**src/hw/rtl/dvk_pkg.sv**
```systemverilog
// Shared types, address map and micro-program for the decaying-velocity tracking filter.
`default_nettype none

package dvk_pkg;

	localparam int DATA_W        = 32;
	localparam int WIDE_W        = 66;
	localparam int FRAC_BITS_DEF = 16;
	localparam int ADDR_W        = 6;
	localparam int MEM_DEPTH     = 1 << ADDR_W;
	localparam int PC_W          = 8;
	localparam int CFG_ADDR_W    = 3;

	// Register file map.
	localparam int X_BASE = 0;
	localparam int P_BASE = 4;
	localparam int A_BASE = 20;
	localparam int K_BASE = 36;
	localparam int R_YX   = 44;
	localparam int R_YY   = 45;
	localparam int R_S00  = 46;
	localparam int R_S11  = 47;
	localparam int R_DET  = 48;
	localparam int R_T1   = 49;
	localparam int R_T2   = 50;

	// Program entry points.
	localparam int INIT_BASE = 0;
	localparam int PRED_BASE = 20;
	localparam int UPD_BASE  = 59;
	localparam int EPI_BASE  = 198;

	// Command codes on the input channel.
	localparam logic [1:0] CMD_INIT    = 2'd0;
	localparam logic [1:0] CMD_PREDICT = 2'd1;
	localparam logic [1:0] CMD_UPDATE  = 2'd2;

	// Configuration register indexes.
	localparam logic [CFG_ADDR_W-1:0] CFG_DECAY = 3'd0;
	localparam logic [CFG_ADDR_W-1:0] CFG_QN    = 3'd1;
	localparam logic [CFG_ADDR_W-1:0] CFG_RN    = 3'd2;
	localparam logic [CFG_ADDR_W-1:0] CFG_IPV   = 3'd3;
	localparam logic [CFG_ADDR_W-1:0] CFG_IVV   = 3'd4;

	typedef enum logic [3:0] {
		OP_LDC, OP_ADD, OP_SUB, OP_MOV, OP_MUL, OP_AMUL, OP_DIV, OP_BRZ, OP_OUTP, OP_OUTV
	} op_t;

	typedef enum logic [2:0] {
		CS_ZERO, CS_MX, CS_MY, CS_QN, CS_RN, CS_IPV, CS_IVV
	} csel_t;

	typedef struct packed {
		op_t               opc;
		logic [ADDR_W-1:0] ra;
		logic [ADDR_W-1:0] rb;
		logic [ADDR_W-1:0] wd;
		csel_t             cs;
		logic              last;
		logic              fin;
	} uop_t;

	typedef struct packed {
		logic cap;
		logic rd;
		logic ex;
		logic wb;
		logic div_go;
		logic out_load;
		uop_t op;
	} dp_cmd_t;

	typedef struct packed {
		logic a_zero;
		logic div_done;
	} dp_stat_t;

	function automatic logic signed [DATA_W-1:0] sat_w(input logic signed [WIDE_W-1:0] v);
		logic signed [WIDE_W-1:0] hi;
		logic signed [WIDE_W-1:0] lo;
		hi = WIDE_W'(32'sh7FFF_FFFF);
		lo = -WIDE_W'(33'sh0_8000_0000);
		if (v > hi) return 32'sh7FFF_FFFF;
		if (v < lo) return 32'sh8000_0000;
		return v[DATA_W-1:0];
	endfunction

	function automatic logic [ADDR_W-1:0] ad(input int a);
		return ADDR_W'(a);
	endfunction

	// One micro-operation per program counter value.
	function automatic uop_t prog(input logic [PC_W-1:0] pc);
		uop_t u;
		int   n, e, g, k, s, i, j, c;
		u = '{opc: OP_MOV, ra: '0, rb: '0, wd: '0, cs: CS_ZERO, last: 1'b0, fin: 1'b0};
		n = int'(pc);
		if (n < PRED_BASE) begin
			e = n - INIT_BASE;
			u.opc = OP_LDC;
			if (e < 4) begin
				u.wd = ad(X_BASE + e);
				u.cs = (e == 0) ? CS_MX : ((e == 1) ? CS_MY : CS_ZERO);
			end else begin
				k = e - 4;
				u.wd = ad(P_BASE + k);
				u.cs = (k == 0 || k == 5) ? CS_IPV : ((k == 10 || k == 15) ? CS_IVV : CS_ZERO);
				u.last = (k == 15);
			end
		end else if (n < UPD_BASE) begin
			e = n - PRED_BASE;
			if (e < 2) begin
				u.opc = OP_ADD; u.ra = ad(X_BASE + e); u.rb = ad(X_BASE + e + 2);
				u.wd = ad(X_BASE + e);
			end else if (e < 4) begin
				u.opc = OP_AMUL; u.ra = ad(X_BASE + e); u.wd = ad(X_BASE + e);
			end else if (e < 20) begin
				k = e - 4;
				i = k / 4;
				u.wd = ad(A_BASE + k);
				u.ra = ad(P_BASE + k);
				if (i < 2) begin
					u.opc = OP_ADD; u.rb = ad(P_BASE + k + 8);
				end else begin
					u.opc = OP_AMUL;
				end
			end else if (e < 36) begin
				k = e - 20;
				j = k % 4;
				u.wd = ad(P_BASE + k);
				u.ra = ad(A_BASE + k);
				if (j < 2) begin
					u.opc = OP_ADD; u.rb = ad(A_BASE + k + 2);
				end else begin
					u.opc = OP_AMUL;
				end
			end else if (e == 36) begin
				u.opc = OP_LDC; u.cs = CS_QN; u.wd = ad(R_T1);
			end else begin
				k = (e == 37) ? 10 : 15;
				u.opc = OP_ADD; u.ra = ad(P_BASE + k); u.rb = ad(R_T1);
				u.wd = ad(P_BASE + k);
				u.last = (e == 38);
			end
		end else if (n < EPI_BASE) begin
			e = n - UPD_BASE;
			if (e < 11) begin
				case (e)
					0: begin u.opc = OP_LDC; u.cs = CS_MX; u.wd = ad(R_T1); end
					1: begin u.opc = OP_SUB; u.ra = ad(R_T1); u.rb = ad(X_BASE); u.wd = ad(R_YX); end
					2: begin u.opc = OP_LDC; u.cs = CS_MY; u.wd = ad(R_T1); end
					3: begin
						u.opc = OP_SUB; u.ra = ad(R_T1); u.rb = ad(X_BASE + 1); u.wd = ad(R_YY);
					end
					4: begin u.opc = OP_LDC; u.cs = CS_RN; u.wd = ad(R_T1); end
					5: begin u.opc = OP_ADD; u.ra = ad(P_BASE); u.rb = ad(R_T1); u.wd = ad(R_S00); end
					6: begin
						u.opc = OP_ADD; u.ra = ad(P_BASE + 5); u.rb = ad(R_T1); u.wd = ad(R_S11);
					end
					7: begin u.opc = OP_MUL; u.ra = ad(R_S00); u.rb = ad(R_S11); u.wd = ad(R_T1); end
					8: begin
						u.opc = OP_MUL; u.ra = ad(P_BASE + 1); u.rb = ad(P_BASE + 4); u.wd = ad(R_T2);
					end
					9: begin u.opc = OP_SUB; u.ra = ad(R_T1); u.rb = ad(R_T2); u.wd = ad(R_DET); end
					default: begin u.opc = OP_BRZ; u.ra = ad(R_DET); end
				endcase
			end else if (e < 43) begin
				g = e - 11; k = g / 4; s = g % 4; i = k / 2; c = k % 2;
				case (s)
					0: begin
						u.opc = OP_MUL; u.ra = ad(P_BASE + i * 4 + c);
						u.rb = (c == 1) ? ad(R_S00) : ad(R_S11); u.wd = ad(R_T1);
					end
					1: begin
						u.opc = OP_MUL; u.ra = ad(P_BASE + i * 4 + 1 - c);
						u.rb = (c == 1) ? ad(P_BASE + 1) : ad(P_BASE + 4); u.wd = ad(R_T2);
					end
					2: begin u.opc = OP_SUB; u.ra = ad(R_T1); u.rb = ad(R_T2); u.wd = ad(R_T1); end
					default: begin
						u.opc = OP_DIV; u.ra = ad(R_T1); u.rb = ad(R_DET); u.wd = ad(K_BASE + k);
					end
				endcase
			end else if (e < 59) begin
				g = e - 43; i = g / 4; s = g % 4;
				case (s)
					0: begin u.opc = OP_MUL; u.ra = ad(K_BASE + 2 * i); u.rb = ad(R_YX); u.wd = ad(R_T1); end
					1: begin
						u.opc = OP_MUL; u.ra = ad(K_BASE + 2 * i + 1); u.rb = ad(R_YY); u.wd = ad(R_T2);
					end
					2: begin u.opc = OP_ADD; u.ra = ad(R_T1); u.rb = ad(R_T2); u.wd = ad(R_T1); end
					default: begin
						u.opc = OP_ADD; u.ra = ad(X_BASE + i); u.rb = ad(R_T1); u.wd = ad(X_BASE + i);
					end
				endcase
			end else if (e < 123) begin
				g = e - 59; k = g / 4; s = g % 4; i = k / 4; j = k % 4;
				case (s)
					0: begin
						u.opc = OP_MUL; u.ra = ad(K_BASE + 2 * i); u.rb = ad(P_BASE + j); u.wd = ad(R_T1);
					end
					1: begin
						u.opc = OP_MUL; u.ra = ad(K_BASE + 2 * i + 1); u.rb = ad(P_BASE + 4 + j);
						u.wd = ad(R_T2);
					end
					2: begin u.opc = OP_ADD; u.ra = ad(R_T1); u.rb = ad(R_T2); u.wd = ad(R_T1); end
					default: begin
						u.opc = OP_SUB; u.ra = ad(P_BASE + k); u.rb = ad(R_T1); u.wd = ad(A_BASE + k);
					end
				endcase
			end else begin
				k = e - 123;
				u.opc = OP_MOV; u.ra = ad(A_BASE + k); u.wd = ad(P_BASE + k);
				u.last = (k == 15);
			end
		end else begin
			e = n - EPI_BASE;
			if (e == 0) begin
				u.opc = OP_OUTP; u.ra = ad(X_BASE); u.rb = ad(X_BASE + 1);
			end else begin
				u.opc = OP_OUTV; u.ra = ad(P_BASE); u.rb = ad(P_BASE + 5); u.fin = 1'b1;
			end
		end
		return u;
	endfunction

endpackage

`default_nettype wire

```
**src/hw/rtl/dvk_ctrl.sv**
```systemverilog
// Sequencer that steps the micro-program for each command and runs the channel handshakes.
`default_nettype none

module dvk_ctrl
	import dvk_pkg::*;
(
	input  wire logic     clk,
	input  wire logic     arst_n,
	input  wire logic     in_valid,
	output logic          in_ready,
	input  wire logic [1:0] cmd,
	output logic          out_valid,
	input  wire logic     out_ready,
	output dp_cmd_t       dcmd,
	input  dp_stat_t      dstat
);

	typedef enum logic [2:0] {
		S_IDLE, S_FETCH, S_EXEC, S_DIVW, S_WBACK, S_FIN
	} state_t;

	state_t          state_q;
	logic [PC_W-1:0] pc_q;
	logic            out_valid_q;
	uop_t            op;
	logic            writes;
	logic [PC_W-1:0] pc_adv;
	logic            load_ok;

	assign op      = prog(pc_q);
	assign pc_adv  = op.last ? PC_W'(EPI_BASE) : pc_q + 1'b1;
	assign load_ok = !out_valid_q || out_ready;

	always_comb begin
		case (op.opc)
			OP_LDC, OP_ADD, OP_SUB, OP_MOV, OP_MUL, OP_AMUL: writes = 1'b1;
			default: writes = 1'b0;
		endcase
	end

	always_comb begin
		dcmd          = '0;
		dcmd.op       = op;
		dcmd.cap      = (state_q == S_IDLE) && in_valid;
		dcmd.rd       = (state_q == S_FETCH);
		dcmd.ex       = (state_q == S_EXEC);
		dcmd.div_go   = (state_q == S_EXEC) && (op.opc == OP_DIV);
		dcmd.wb       = (state_q == S_WBACK);
		dcmd.out_load = (state_q == S_FIN) && load_ok;
	end

	always_ff @(posedge clk or negedge arst_n) begin
		if (!arst_n) begin
			state_q     <= S_IDLE;
			pc_q        <= '0;
			out_valid_q <= 1'b0;
		end else begin
			if (out_valid_q && out_ready) out_valid_q <= 1'b0;
			case (state_q)
				S_IDLE: begin
					if (in_valid) begin
						case (cmd)
							CMD_INIT:    pc_q <= PC_W'(INIT_BASE);
							CMD_PREDICT: pc_q <= PC_W'(PRED_BASE);
							CMD_UPDATE:  pc_q <= PC_W'(UPD_BASE);
							default:     pc_q <= PC_W'(EPI_BASE);
						endcase
						state_q <= S_FETCH;
					end
				end
				S_FETCH: state_q <= S_EXEC;
				S_EXEC: begin
					if (op.opc == OP_DIV) begin
						state_q <= S_DIVW;
					end else if (writes) begin
						state_q <= S_WBACK;
					end else if (op.fin) begin
						state_q <= S_FIN;
					end else if (op.opc == OP_BRZ && dstat.a_zero) begin
						pc_q    <= PC_W'(EPI_BASE);
						state_q <= S_FETCH;
					end else begin
						pc_q    <= pc_adv;
						state_q <= S_FETCH;
					end
				end
				S_DIVW: if (dstat.div_done) state_q <= S_WBACK;
				S_WBACK: begin
					pc_q    <= pc_adv;
					state_q <= S_FETCH;
				end
				S_FIN: begin
					if (load_ok) begin
						out_valid_q <= 1'b1;
						state_q     <= S_IDLE;
					end
				end
				default: state_q <= S_IDLE;
			endcase
		end
	end

	assign in_ready  = (state_q == S_IDLE);
	assign out_valid = out_valid_q;

endmodule

`default_nettype wire

```
**config.mk**
```make
export PLATFORM = sky130hd
export DESIGN_NAME = dvk_ctrl
export DESIGN_NICKNAME = d
export VERILOG_FILES = /design/src/hw/rtl/dvk_pkg.sv /design/src/hw/rtl/dvk_ctrl.sv
export SDC_FILE = /design/constraint.sdc
export NUM_CORES = 1
export LEC_CHECK = 0
export BUFFER_PORTS_ARGS = -buffer_cell sky130_fd_sc_hd__buf_2
export CORE_ASPECT_RATIO = 2
export CORE_UTILIZATION = 65
export DETAILED_ROUTE_END_ITERATION = 8
export GPL_TIMING_DRIVEN = 0
export PLACE_DENSITY_LB_ADDON = 0.08
export SYNTH_ARGS = -nofsm -noshare
export SYNTH_HDL_FRONTEND = slang
export SYNTH_SLANG_ARGS = --single-unit
```
**constraint.sdc**
```tcl
create_clock -name clk -period 8.85 [get_ports clk]
set_input_delay 0.4425 -clock clk [delete_from_list [all_inputs] [get_ports clk]]
set_output_delay 0.4425 -clock clk [all_outputs]
set_load 0.1 [all_outputs]
```
==> impl_metrics.ini, run 1 <==
[clock_tree]
htreeDepth = 1
post_cts_buffers = 0
cts_resized = 0
cts_hold_buf = 0
clk_path_buf_depth = 2
cts_made_buffers = 3
clkSinkCount = 12
cts_root_buf = clkbuf_16

[logic_synthesis]
synthArstFlopShare = 1.000
synth_compound_area_frac = 0.4121
syn_inst = 856
yosysUniqueCellTypes = 102
synth-xor-area-share = 0.08392
synth-seq-cells = 12
muxShareOfSynthArea = 0.01417
synthTopCellsByArea = ha_1 (10%), a21oi_1 (7.6%), xnor2_1 (5.9%)
postSynthAreaPerCell_um2 = 6.810
synth_ff_type = dfrtp_1
synth_top_area_frac = 0.1030
yosysMostFrequentCell = a21oi_1
synth_top_cell_by_area = ha_1
ys_seq_area_frac = 0.05151
syn_area_um2 = 5829
ys_warn_count = 0
synth_top_family_by_area = compound AO/OA/AOI/OAI gates
yosys-top-cells-count = a21oi_1 (88), nor2_1 (85), nand2_1 (68), o21ai_0 (63), ha_1 (48)
synth_enable_flop_cells = 0
synth_fa_ha_area_frac = 0.1030
synth-simple-area-share = 0.2687
syn_nets = 912

[floorplanning]
die_w_um = 68.97
ios = 43
num_rows = 48
die_h_um = 135.9
start_util = 0.6740

[global_routing]
grt_util_all_layers = 0.6516
grt_pass1_vias = 8033
grt_max_degree = 14
grt.overflow.total = 3
grt_pass1_wl_um = 45120

[outcome]
stop_stage = global routing
status = did not finish
error_line = [ERROR GRT-0116] Global routing finished with congestion. Check the congestion regions in the DRC Viewer.

[placement]
place.detailed.hpwl_um = 19750
place_ws_ps = 1092
io_buffers = 42
gp_congestion = 1.092
through the flow:
stage / instances / hold slack [ps] / instance area, um^2
2_1_floorplan: 856 / 146.9 / 5829
3_3_place_gp: 998 / 315.0 / 6165
3_5_place_dp: 998 / 325.8 / 6165
4_1_cts: 1002 / 71.36 / 6254
per-layer routing:
metal / GRT usage / GRT overflow
met5: 0.05000 / 0
met4: 0.6497 / 2
met3: 0.4362 / 0
met2: 0.8630 / 1
met1: 0.6325 / 0
logic make-up after synthesis:
logic type,after synthesis
AOI/OAI and AO/OA,344
and+or+nand+nor,309
buffers and inverters,85
xor gates and xnor gates,50
adders and majority gates,48
DFF,12
muxes,8
==> run 2: changes to the inputs <==
CORE_ASPECT_RATIO = unset   (was 2)
CORE_UTILIZATION = 40   (was 65)
PLACE_DENSITY_LB_ADDON = 0.15   (was 0.08)
==> impl_metrics.ini, run 2 <==
[sta]
finalCriticalPeriod_ps = 8033
fin_crit_sh = 0.9077
setup_violations = 0
slew_headroom = 0.3461
worst_pin_slew_ps = 973.3
skew_ps = 6.660
tns_ps = 0
fmax_mhz = 124.5
rsz0062_at_grt = false
report.final.slew_viol_count = 0
finalHoldViolations = 0

[hold_path]
min-delay-path-class = in -> async

[global_routing]
grt_pass1_wl_um = 36320
grt.overflow.total = 0
grt_max_degree = 14
antenna_found_initial = 0
grt_util_all_layers = 0.3120
grt_pass1_vias = 6397

[critical_path]
crit_required_ps = 8410
crit-reg2reg-launch = pc_q[2]$_DFFE_PN0P_
reg2regPathDepth = 21
path_class = reg -> out
startpoint = pc_q[2]$_DFFE_PN0P_
crit_fanout = 13
crit_path_end_kind = output pin
arrival_ps = 7590
start_kind = flop

[logic_synthesis]
yosys-top-cells-count = a21oi_1 (88), nor2_1 (85), nand2_1 (68), o21ai_0 (63), ha_1 (48)
ys_seq_area_frac = 0.05151
synth_top_cell_by_area = ha_1
postSynthAreaPerCell_um2 = 6.810
syn_area_um2 = 5829
syn_nets = 912
ys_warn_count = 0
yosysMostFrequentCell = a21oi_1
yosysUniqueCellTypes = 102
synth_enable_flop_cells = 0
synth-seq-cells = 12
synthArstFlopShare = 1.000
synth_ff_type = dfrtp_1
synthTopCellsByArea = ha_1 (10%), a21oi_1 (7.6%), xnor2_1 (5.9%)
synth_top_area_frac = 0.1030
syn_inst = 856

[floorplanning]
core-area_um2 = 14040
start_util = 0.4151
die_area_um2 = 15060
ios = 43
num_rows = 43
die_h_um = 122.7
die_w_um = 122.7

[drt]
antenna_left = 0
via_per_inst = 6.687
drc = 0
num_vias = 7235
drt-initial-drc-count = 792
dr.pass1.iters = 5
drt_wl_total_um = 23520
post_drt_wl_per_cell_um = 21.74

[clock_tree]
post_cts_buffers = 0
cts_resized = 0
clk_path_buf_depth = 2
htreeDepth = 1
clk_pin_slew_ps = 50
clk_latency_ps = 240
cts_root_buf = clkbuf_16
cts_hold_buf = 0
tritoncts = built
clkSinkCount = 12
cts_made_buffers = 3

[outcome]
status = completed

[cells_and_area]
syn_to_final_growth_pct = 8.993
nFillCells = 1516
drive_gt1_frac = 0.1275
final_nets = 959
most-common-layout-cells = a21oi_1 (88), nor2_1 (85), nand2_1 (68)
antenna_cells = 0
top_register = pc_q
multiInputGateArea_um2 = 5141
final_common_cell = a21oi_1
register_area_um2 = 300.3
largest_reg_flops = 8

[placement]
place.detailed.hpwl_um = 18410
gp_congestion = 1.015
io_buffers = 42

[flow_run]
max_cap_violations = 0
-- run 2: cell counts after synthesis --
No cell type changed its count.
-- run 2: area by class of cell --
class | instances | area share
multi-input cells | 759 | 0.8092
flip-flops and latches | 12 | 0.04726
plain buffers | 57 | 0.04451
well taps | 180 | 0.03545
repair buffers | 42 | 0.03308
inverters | 28 | 0.01654
clock buffers | 4 | 0.01398
-- run 2: per-stage QoR --
stage                     hold slack [ps]  setup WS, ps  cell area (um^2)  std cells  utilization
after floorplan                     146.9          1256              5829        856            -
after CTS                           94.69          1021              6354       1082       0.4525
after detailed placement            347.3          1298              6265       1078       0.4461
after global routing                104.3         498.0              6354       1082       0.4525
after global placement              347.8          1291              6265       1078       0.4461
final                               83.27         816.9              6354       1082       0.4525
-- run 2: worst max-delay path, cell delays in order (launching register included) --
cell and delay, ps:
dfrtp_1 540, buf_2 330, clkinv_1 510, ha_1 380, buf_2 210, a21o_1 240, a31oi_2 600, nor3_4 130
a31oi_1 500, or2_1 220, inv_1 70, ha_1 270, a21boi_1 200, o31a_1 190, a21oi_2 330, ha_1 330
ha_1 290, ha_1 360, xor2_1 180, ha_1 300, a22oi_1 350, o21ai_0 140, o21bai_1 240, a21oi_1 110
buf_2 320
-- run 2: path summary, 6_finish.rpt --
check / to / slack (ps)
worst min-delay path: out_valid$_DFF_PN0_ / 80
worst min register to register: out_valid$_DFF_PN0_ / 560
worst max register to register: pc_q[1]$_DFFE_PN0P_ / 2410
worst max-delay path: dcmd[20] / 820
max in group asynchronous: pc_q[1]$_DFFE_PN0P_ / 8530
min in group clk: out_valid$_DFF_PN0_ / 520
-- run 2: kinds of logic after synthesis --
group	synth area share
compound gates	0.4121
mux	0.01417
simple gates	0.2687
xor+xnor	0.08392
fa+ha+maj	0.1030
buf+inv	0.06654
flops	0.05151
-- run 2: layer usage --
layer	wire [um]	vias up	track usage
li1	-	3350	-
met5	0	-	0
met3	2408	63	0.05158
met1	10700	3382	0.4620
met4	853	0	0.1105
met2	9559	440	0.4463
Power of run 2 is not shown: default switching activity piles up to over one toggle a cycle in this logic, so the estimate is an artifact.
